<file path="src/sv/okvt_pkg.sv">
`timescale 1ns / 1ps
`default_nettype none

package okvt_pkg;

  typedef enum logic [2:0] {
    MODE_INSERT           = 3'd0,
    MODE_UPDATE           = 3'd1,
    MODE_INSERT_OR_UPDATE = 3'd2,
    MODE_ERASE            = 3'd3,
    MODE_LOOKUP_KEY       = 3'd4,
    MODE_READ_POSITION    = 3'd5
  } mode_t;

  typedef struct packed {
    mode_t       mode;
    logic [31:0] req_key;
    logic [31:0] req_value;
    logic [3:0]  position;
  } okvt_req_t;

  typedef struct packed {
    logic        ok;
    logic [31:0] found_key;
    logic [31:0] found_value;
    logic [4:0]  entry_count;
  } okvt_rsp_t;

  // update commands broadcast to every cell when a pending transaction fires
  typedef struct packed {
    logic wr_hit;  // overwrite value in the selected cell
    logic ins;     // load key and value into the cell at the fill position
    logic ers;     // cells at or above the erased position take their upper neighbor
  } okvt_cmd_t;

endpackage

`default_nettype wire

</file>
<file path="src/sv/okvt_cell.sv">
`timescale 1ns / 1ps
`default_nettype none

module okvt_cell
  import okvt_pkg::*;
#(
  parameter int CAPACITY    = 16,
  parameter int KEY_WIDTH   = 32,
  parameter int VALUE_WIDTH = 32,
  parameter int IDX         = 0,
  localparam int IW = $clog2(CAPACITY),
  localparam int CW = $clog2(CAPACITY + 1)
) (
  input  wire logic                   clk,
  input  wire logic                   capture,
  input  wire mode_t                  mode,
  input  wire logic [KEY_WIDTH-1:0]   req_key,
  input  wire logic [3:0]             position,
  input  wire logic [CW-1:0]          count,
  input  wire okvt_cmd_t              cmd,
  input  wire logic [IW-1:0]          idx,
  input  wire logic [KEY_WIDTH-1:0]   wr_key,
  input  wire logic [VALUE_WIDTH-1:0] wr_value,
  input  wire logic [KEY_WIDTH-1:0]   nbr_key,
  input  wire logic [VALUE_WIDTH-1:0] nbr_value,
  output logic [KEY_WIDTH-1:0]        key,
  output logic [VALUE_WIDTH-1:0]      value,
  output logic                        sel
);

  logic occupied;
  logic sel_next;

  assign occupied = CW'(IDX) < count;

  always_comb begin
    if (mode == MODE_READ_POSITION) begin
      sel_next = occupied && (IDX == int'(position));
    end else begin
      sel_next = occupied && (key == req_key);
    end
  end

  always_ff @(posedge clk) begin
    if (capture) begin
      sel <= sel_next;
    end
    if (cmd.ers && (IDX >= int'(idx))) begin
      key   <= nbr_key;
      value <= nbr_value;
    end else if (cmd.ins && (CW'(IDX) == count)) begin
      key   <= wr_key;
      value <= wr_value;
    end else if (cmd.wr_hit && sel) begin
      value <= wr_value;
    end
  end

endmodule

`default_nettype wire

</file>
<file path="src/sv/ordered_key_value_table_core.sv">
`timescale 1ns / 1ps
`default_nettype none

// Ordered key-value table: up to CAPACITY unique keys held packed in insertion order in a
// row of cells, one entry per cell. When a request is taken, every cell compares its key
// (or its position, for read_position) against the request at once and registers a hit
// flag; when the pending request fires, the table is updated (an erase shifts every cell
// above the hit down by one in that same cycle) and the result is loaded into the output
// register. A new request is not taken while one is pending; a stalled result holds off
// the next request only while it still sits in the output register and is not taken.

module ordered_key_value_table_core
  import okvt_pkg::*;
#(
  parameter int CAPACITY    = 16,
  parameter int KEY_WIDTH   = 32,
  parameter int VALUE_WIDTH = 32
) (
  input  wire logic      clk,
  input  wire logic      rst,
  input  wire logic      req_valid,
  output logic           req_stall,
  input  wire okvt_req_t req,
  output logic           rsp_valid,
  input  wire logic      rsp_stall,
  output okvt_rsp_t      rsp
);

  localparam int IW = $clog2(CAPACITY);
  localparam int CW = $clog2(CAPACITY + 1);

  logic                   pend;
  mode_t                  mode_q;
  logic [KEY_WIDTH-1:0]   key_q;
  logic [VALUE_WIDTH-1:0] value_q;
  logic [CW-1:0]          count;
  logic [CW-1:0]          count_next;

  logic                   accept;
  logic                   fire;
  logic                   hit;
  logic                   full;
  logic                   ok_next;
  logic [IW-1:0]          idx;
  logic [KEY_WIDTH-1:0]   key_or;
  logic [VALUE_WIDTH-1:0] value_or;
  logic [KEY_WIDTH-1:0]   req_key_m;
  okvt_cmd_t              cmd;
  okvt_rsp_t              rsp_next;

  logic [CAPACITY-1:0]    sel;
  logic [KEY_WIDTH-1:0]   cell_key   [CAPACITY];
  logic [VALUE_WIDTH-1:0] cell_value [CAPACITY];

  assign req_stall = pend || (rsp_valid && rsp_stall);
  assign accept    = req_valid && !req_stall;
  assign fire      = pend && !(rsp_valid && rsp_stall);
  assign req_key_m = KEY_WIDTH'(req.req_key);
  assign full      = count == CW'(CAPACITY);
  assign hit       = |sel;

  for (genvar g = 0; g < CAPACITY; g++) begin : g_cell
    logic [KEY_WIDTH-1:0]   nbr_key;
    logic [VALUE_WIDTH-1:0] nbr_value;

    if (g == CAPACITY - 1) begin : g_top
      assign nbr_key   = '0;
      assign nbr_value = '0;
    end else begin : g_mid
      assign nbr_key   = cell_key[g+1];
      assign nbr_value = cell_value[g+1];
    end

    okvt_cell #(
      .CAPACITY   (CAPACITY),
      .KEY_WIDTH  (KEY_WIDTH),
      .VALUE_WIDTH(VALUE_WIDTH),
      .IDX        (g)
    ) u_cell (
      .clk      (clk),
      .capture  (accept),
      .mode     (req.mode),
      .req_key  (req_key_m),
      .position (req.position),
      .count    (count),
      .cmd      (cmd),
      .idx      (idx),
      .wr_key   (key_q),
      .wr_value (value_q),
      .nbr_key  (nbr_key),
      .nbr_value(nbr_value),
      .key      (cell_key[g]),
      .value    (cell_value[g]),
      .sel      (sel[g])
    );
  end

  // at most one cell is selected, so plain or-trees give its index and contents
  always_comb begin
    idx      = '0;
    key_or   = '0;
    value_or = '0;
    for (int i = 0; i < CAPACITY; i++) begin
      idx      = idx | (sel[i] ? IW'(i) : '0);
      key_or   = key_or | (sel[i] ? cell_key[i] : '0);
      value_or = value_or | (sel[i] ? cell_value[i] : '0);
    end
  end

  always_comb begin
    cmd        = '0;
    ok_next    = 1'b0;
    count_next = count;
    rsp_next   = '0;
    rsp_next.found_key = 32'(key_q);
    unique case (mode_q)
      MODE_INSERT: begin
        ok_next = !hit && !full;
        cmd.ins = fire && ok_next;
      end
      MODE_UPDATE: begin
        ok_next    = hit;
        cmd.wr_hit = fire && hit;
      end
      MODE_INSERT_OR_UPDATE: begin
        ok_next    = hit || !full;
        cmd.wr_hit = fire && hit;
        cmd.ins    = fire && !hit && !full;
      end
      MODE_ERASE: begin
        ok_next = hit;
        cmd.ers = fire && hit;
      end
      MODE_LOOKUP_KEY: begin
        ok_next              = hit;
        rsp_next.found_value = 32'(value_or);
      end
      MODE_READ_POSITION: begin
        ok_next              = hit;
        rsp_next.found_key   = 32'(key_or);
        rsp_next.found_value = 32'(value_or);
      end
      default: begin
        ok_next = 1'b0;
      end
    endcase
    if (cmd.ins) begin
      count_next = count + CW'(1);
    end else if (cmd.ers) begin
      count_next = count - CW'(1);
    end
    rsp_next.ok          = ok_next;
    rsp_next.entry_count = 5'(count_next);
  end

  always_ff @(posedge clk) begin
    if (rst) begin
      pend      <= 1'b0;
      rsp_valid <= 1'b0;
      count     <= '0;
    end else begin
      if (accept) begin
        pend <= 1'b1;
      end else if (fire) begin
        pend <= 1'b0;
      end
      if (fire) begin
        rsp_valid <= 1'b1;
      end else if (!rsp_stall) begin
        rsp_valid <= 1'b0;
      end
      count <= count_next;
    end
  end

  always_ff @(posedge clk) begin
    if (accept) begin
      mode_q  <= req.mode;
      key_q   <= req_key_m;
      value_q <= VALUE_WIDTH'(req.req_value);
    end
    if (fire) begin
      rsp <= rsp_next;
    end
  end

`ifndef SYNTHESIS
  a_count_bound: assert property (@(posedge clk) disable iff (rst)
    count <= CW'(CAPACITY))
    else $error("entry count above capacity");

  a_sel_unique: assert property (@(posedge clk) disable iff (rst)
    pend |-> $onehot0(sel))
    else $error("more than one cell selected");

  a_accept_pend: assert property (@(posedge clk) disable iff (rst)
    accept |=> pend)
    else $error("accepted transaction not pending");

  a_rsp_from_pend: assert property (@(posedge clk) disable iff (rst)
    $rose(rsp_valid) |-> $past(pend))
    else $error("result without pending transaction");
`endif

endmodule

`default_nettype wire

</file>
<file path="config.mk">
export PLATFORM = sky130hd
export DESIGN_NAME = ordered_key_value_table_core
export DESIGN_NICKNAME = d
export VERILOG_FILES = /design/src/sv/okvt_pkg.sv /design/src/sv/okvt_cell.sv /design/src/sv/ordered_key_value_table_core.sv
export SDC_FILE = /design/constraint.sdc
export NUM_CORES = 2
export LEC_CHECK = 0
export BUFFER_PORTS_ARGS = -buffer_cell sky130_fd_sc_hd__buf_2
export CORE_MARGIN = 2
export CORE_UTILIZATION = 34
export CTS_CLUSTER_SIZE = 28
export DETAILED_ROUTE_END_ITERATION = 7
export PLACE_DENSITY = 0.48
export RECOVER_POWER = 50
export SYNTH_ARGS = -nofsm -noshare
export SYNTH_HDL_FRONTEND = slang
export SYNTH_HIERARCHICAL = 1
export SYNTH_SLANG_ARGS = --single-unit
</file>
<file path="constraint.sdc">
create_clock -name clk -period 8.9 [get_ports clk]
set_clock_uncertainty 0.1 [all_clocks]
set_input_delay 0.445 -clock clk [delete_from_list [all_inputs] [get_ports clk]]
set_output_delay 0.445 -clock clk [all_outputs]
set_load 0.005 [all_outputs]
</file>
* Word level (Yosys, flattened, before mapping)
Cells that the tools add are included.
** Storage, ports and cells
- Input port bits :: 75
- Word-level logic and storage cells :: 472
- Flip-flop bits (word level) :: 1184
- Output and inout bits :: 72
** Operators by class
- Mux-type cells :: 151
- Bitwise logic cells :: 44
- Add/sub/neg operators :: 2
- Equality and inequality tests :: 54
- Magnitude comparators :: 31
- Reduce and logical (&&, ||, !) cells :: 132
** Operator list (count)
- 2-to-1 mux 32 bit :: 110
- OR 32 bit :: 30
- == test 32 bit :: 16
- logical AND 1 bit :: 87
- nonzero test 3 bit :: 15
- == test 4 x 5 -> 1 bit, first input constant :: 8
- < comparator 4 x 5 -> 1 bit, first input constant :: 8
- nonzero test 2 bit :: 17
- == test 4 bit, first input constant :: 8
- 2-to-1 mux 4 bit :: 8
- greater-or-equal comparator 4 bit, first input constant :: 7
- OR 4 bit :: 7
- 2-to-1 mux 1 bit :: 23
- == test 3 x 5 -> 1 bit, first input constant :: 4
- < comparator 3 x 5 -> 1 bit, first input constant :: 4
- == test 3 x 4 -> 1 bit, first input constant :: 4
- greater-or-equal comparator 3 x 4 -> 1 bit, first input constant :: 4
- OR reduction 16 bit :: 1
- 2-to-1 mux 3 bit :: 4
- == test 2 x 5 -> 1 bit, first input constant :: 2
- < comparator 1 x 5 -> 1 bit, first input constant :: 2
- < comparator 2 x 5 -> 1 bit, first input constant :: 2
- 2-to-1 mux 5 bit :: 2
- == test 3 bit, second input constant :: 3
- other kinds (26) :: 38

* Longest topological paths before layout
- Depth after elaboration :: 18
- Mapped depth :: 11
- Gate-level depth less buffers :: 9

* By module
Netlist, hierarchy kept.
** Modules (own cells, without submodules)
- ordered_key_value_table_core :: area each 10636.5 sq um, cells each 1079, times used 1
- okvt_cell at g_cell[10].u_cell :: area each 3368.2 sq um, cells each 192, times used 1
- okvt_cell at g_cell[6].u_cell :: area each 3353.2 sq um, cells each 189, times used 1
- okvt_cell at g_cell[2].u_cell :: area each 3348.2 sq um, cells each 190, times used 1
- okvt_cell at g_cell[4].u_cell :: area each 3347.0 sq um, cells each 190, times used 1
- okvt_cell at g_cell[8].u_cell :: area each 3347.0 sq um, cells each 192, times used 1
- okvt_cell at g_cell[0].u_cell :: area each 3335.7 sq um, cells each 190, times used 1
- okvt_cell at g_cell[1].u_cell :: area each 3170.5 sq um, cells each 187, times used 1
- okvt_cell at g_cell[14].u_cell :: area each 3165.5 sq um, cells each 191, times used 1
- okvt_cell at g_cell[11].u_cell :: area each 3164.3 sq um, cells each 188, times used 1
- okvt_cell at g_cell[5].u_cell :: area each 3164.3 sq um, cells each 190, times used 1
- okvt_cell at g_cell[9].u_cell :: area each 3160.5 sq um, cells each 190, times used 1
- okvt_cell at g_cell[13].u_cell :: area each 3154.3 sq um, cells each 189, times used 1
- okvt_cell at g_cell[3].u_cell :: area each 3153.0 sq um, cells each 187, times used 1
- 3 more rows

* Least setup slack after synthesis
OpenSTA, ideal clock, no wires.
- Path kind :: reg2reg
- Start :: register count[1]
- End :: register g_cell[13].u_cell.value[0], enable pin
- Arrival :: 5291 ps
- Required time :: 8412 ps
- Period minus slack after synthesis :: 5779 ps
- Library setup time :: 388 ps
- Buffers on the path :: 0
- Cell stages (with the launch flop) :: 9
- Slack :: 3121 ps
- Path through :: dfxtp_1 > inv_1 > ha_1 > nor4bb_1 > nor4_2 > and2_1 > nand4_1 > o31ai_1 > a21o_1
** RTL lines
- start: declaration :: RTL line ordered_key_value_table_core.sv:36 : logic [CW-1:0] count;
- start signal: assignment :: RTL line ordered_key_value_table_core.sv:172 : count <= count_next;
- end signal: assignment :: RTL line okvt_cell.sv:50 : value <= nbr_value;
- end signal: assignment :: RTL line okvt_cell.sv:53 : value <= wr_value;
- end signal: assignment :: RTL line okvt_cell.sv:55 : value <= wr_value;
- end: declaration :: RTL line okvt_cell.sv:27 : output logic [VALUE_WIDTH-1:0] value,

==> flow_summary.yaml <==
status:
  outcome: "finished, violations left"
  failed_checks: "capacitance limit, slew limit"
drt:
  drc: 0
  drtIter0Drc: 4586
  wirelength_mm: 243.8
  vias: 40880
  final_antenna_net_count: 0
  first_pass_iters: 5
  wl_per_cell_um: 35.47
  avgViaCountPerCell: 5.948
synth:
  synth.yosys.seq_area_share: 0.5703
  yosys.area_share.xor_xnor: 0.07278
  synthFlopType: "edfxtp_1"
  syn_avg_cell_area_um2: 15.15
  muxShareOfSynthArea: 0.2038
  yosysUniqueCellTypes: 71
  synth_edf_count: 1177
  synth_top_area_frac: 0.5681
  ys.warnings.count: 6
  synth_top_family_by_area: "multiplexers"
  synth-compound-area-share: 0.08450
  synth_area_leaders: "edfxtp_1, mux2_2, mux2_4, xnor2_1, a22oi_1"
  ys_top_cells_by_count: "edfxtp_1, mux2_2, xnor2_1"
  synthAdderAreaFrac: 0.0004022
  async_flop_share: 0
  netlist_instances: 4108
  yosys.area.top_type: "edfxtp_1"
  synth_area_um2: 62220
  synth.most_common_cell: "edfxtp_1"
  synth.ff_latch_count: 1184
  synthSimpleGateAreaFrac: 0.04245
pwr:
  power.density_nw_per_um2: 190.7
  ir_drop_mv: 0.1437
  leakage_nw: 22.83
  power.total_mw: 13.30
final_layout:
  finalNonFillerCells: 6873
  fillers: 17400
  area_delta_synth_final_pct: 12.12
  drive_above_1_share: 0.2569
  layout.nets: 4446
clock_tree:
  hold_buffers: 41
  cts_max_path_buffers: 3
  ctsHtreeMaxLevel: 4
  postCtsSetupRepairBufs: 0
  cts_resized: 0
  clock-sinks: 1184
  cts_tree: "done"
  clk_pin_slew_ns: 0.06
  cts_buffers: 145
  cts-root-buf: "clkbuf_16"
  insertion_delay_ns: 0.81
grt:
  grt_antenna_before_repair: 6
  grt_use_total: 0.2556
  grt_overflow: 0
  first_global_vias: 41170
  grt_pass1_wl_mm: 336.9
  grt_max_degree: 63
critical_path:
  rrSetupSlack_ns: 1.26
  end_kind: "flip-flop"
  critPathLaunchType: "flip-flop"
  cp.required_ns: 9.23
  path_class: "reg -> reg"
  r2r_cells: 6
  cp_slowest_stage_delay_ns: 2.53
  worstPathCellList: "clkbuf_1, clkbuf_1, a22oi_1, nand3_1, nor2_1, o21ai_0"
  critPathLaunch: "g_cell[6].u_cell/sel"
  path_delay_family: "buffers and inverters"
  cp_common_cell: "clkbuf_1"
  slowest_stage: "clkbuf_1"
  critPathBufInv: 2
  cp_max_fo: 31
  timing.rr.start: "g_cell[6].u_cell/sel"
  cp.depth: 6
  arrival_ns: 7.98
worst_hold_path:
  min_path_type: "in -> reg"
  holdPathStages: 3
  hold_start: "req[2]"
timing:
  setup_viol: 0
  worst_pin_slew_ns: 3.493
  fmax_ghz: 0.1308
  rsz0062_at_grt: "false"
  final_max_slew_viol_count: 923
  fin_crit_ns: 7.644
  hold_viol: 0
  period_share: 0.8588
  slew-limit-headroom: -1.329
  setup_tns_ns: 0
place:
  portBuffers: 146
  dp_cells: 6566
  place.gp.congestion: 0.8683
  dpl.hpwl_mm: 141.5
floorplan:
  die_w_um: 431.8
  ios: 147
  die_h_um: 431.8
  core_area_um2: 182500
  die_area_um2: 186400
  rows: 157
  start_util: 0.3409
flow_run:
  timing.max_cap.violations: 36
==> registers in the layout (all words and copies together) (netlist names), 3 cells and up <==
signal               count
count                    5
g_cell.u_cell/key      512
value_q                 32
mode_q                   3
key_q                   32
g_cell.u_cell/value    512
g_cell.u_cell/sel       16
rsp                     70
==> stage by stage <==
step                      hold WS (ns)  cell area (um2)  utilization  setup WS (ns)
after CTS                    0.0004013            70660       0.3872          3.135
after floorplan                 0.3573            62450            -          3.121
after global routing            0.1128            69750       0.3822          1.709
after global placement          0.3700            65650       0.3597          3.223
final                           0.1419            69760       0.3822          1.256
after detailed placement        0.3845            65650       0.3597          3.137
==> layout make-up <==
class | count | area (um2) | share of cell area
antenna | 4 | 10.01 | 0.0001435
tap | 2385 | 2984 | 0.04278
multi-input combinational | 2740 | 24930 | 0.3573
clock buffer | 171 | 3769 | 0.05403
sequential | 1184 | 35480 | 0.5087
timing repair buffer | 291 | 1720 | 0.02466
inverter | 7 | 28.78 | 0.0004125
clock inverter | 91 | 833.3 | 0.01195
==> tightest hold or removal path: cells and delay by family <==
family | cells | cell delay [ns]
buffers and inverters | 1 | 0.21
and+or+nand+nor | 1 | 0.14
AOI/OAI and AO/OA | 1 | 0.06
==> cell families after synthesis <==
logic type,after synthesis
flip-flops,1184
multiplexers,1028
AO/OA/AOI/OAI,659
XOR/XNOR,517
AND/OR/NAND/NOR,470
buffers and inverters,247
adder cells (fa/ha/maj),2
other,1
==> metal layers <==
metal,vias up,global-route usage,wire [um]
met5,-,0,13
met4,2,0.08770,9354
met3,451,0.03687,15690
met2,1868,0.4162,114200
met1,21590,0.3479,104500
li1,16970,-,-
==> power by group <==
part / internal [mW] / switching (mW)
Combinational: 0.431 / 0.588
Sequential: 6.24 / 0.128
Clock: 3.34 / 2.57
==> path summary, 6_finish.rpt <==
path | to
setup / recovery | rsp[43]
hold / removal | g_cell[7].u_cell/sel
setup reg to reg | rsp[43]
hold reg to reg | rsp_valid
==> cells in the final DEF, fill, tap and decap left out, drive strengths merged, types with 7 or more instances in the layout <==
cell	n
mux2	1026
nor2b	8
clkinv	67
a21o	16
a221oi	163
edfxtp	1177
a31oi	35
a21oi	21
a211oi	11
dlygate4sd3	41
nor4	53
nand4	127
nor2	58
bufinv	10
nand3	71
o21ai	40
dfxtp	7
xor2	34
clkbuf	286
xnor2	483
buf	135
and3	33
nand3b	8
nor3	8
inv	16
nand2	74
conb	64
a22o	160
a22oi	192
Power figures use the tool's default switching activity.
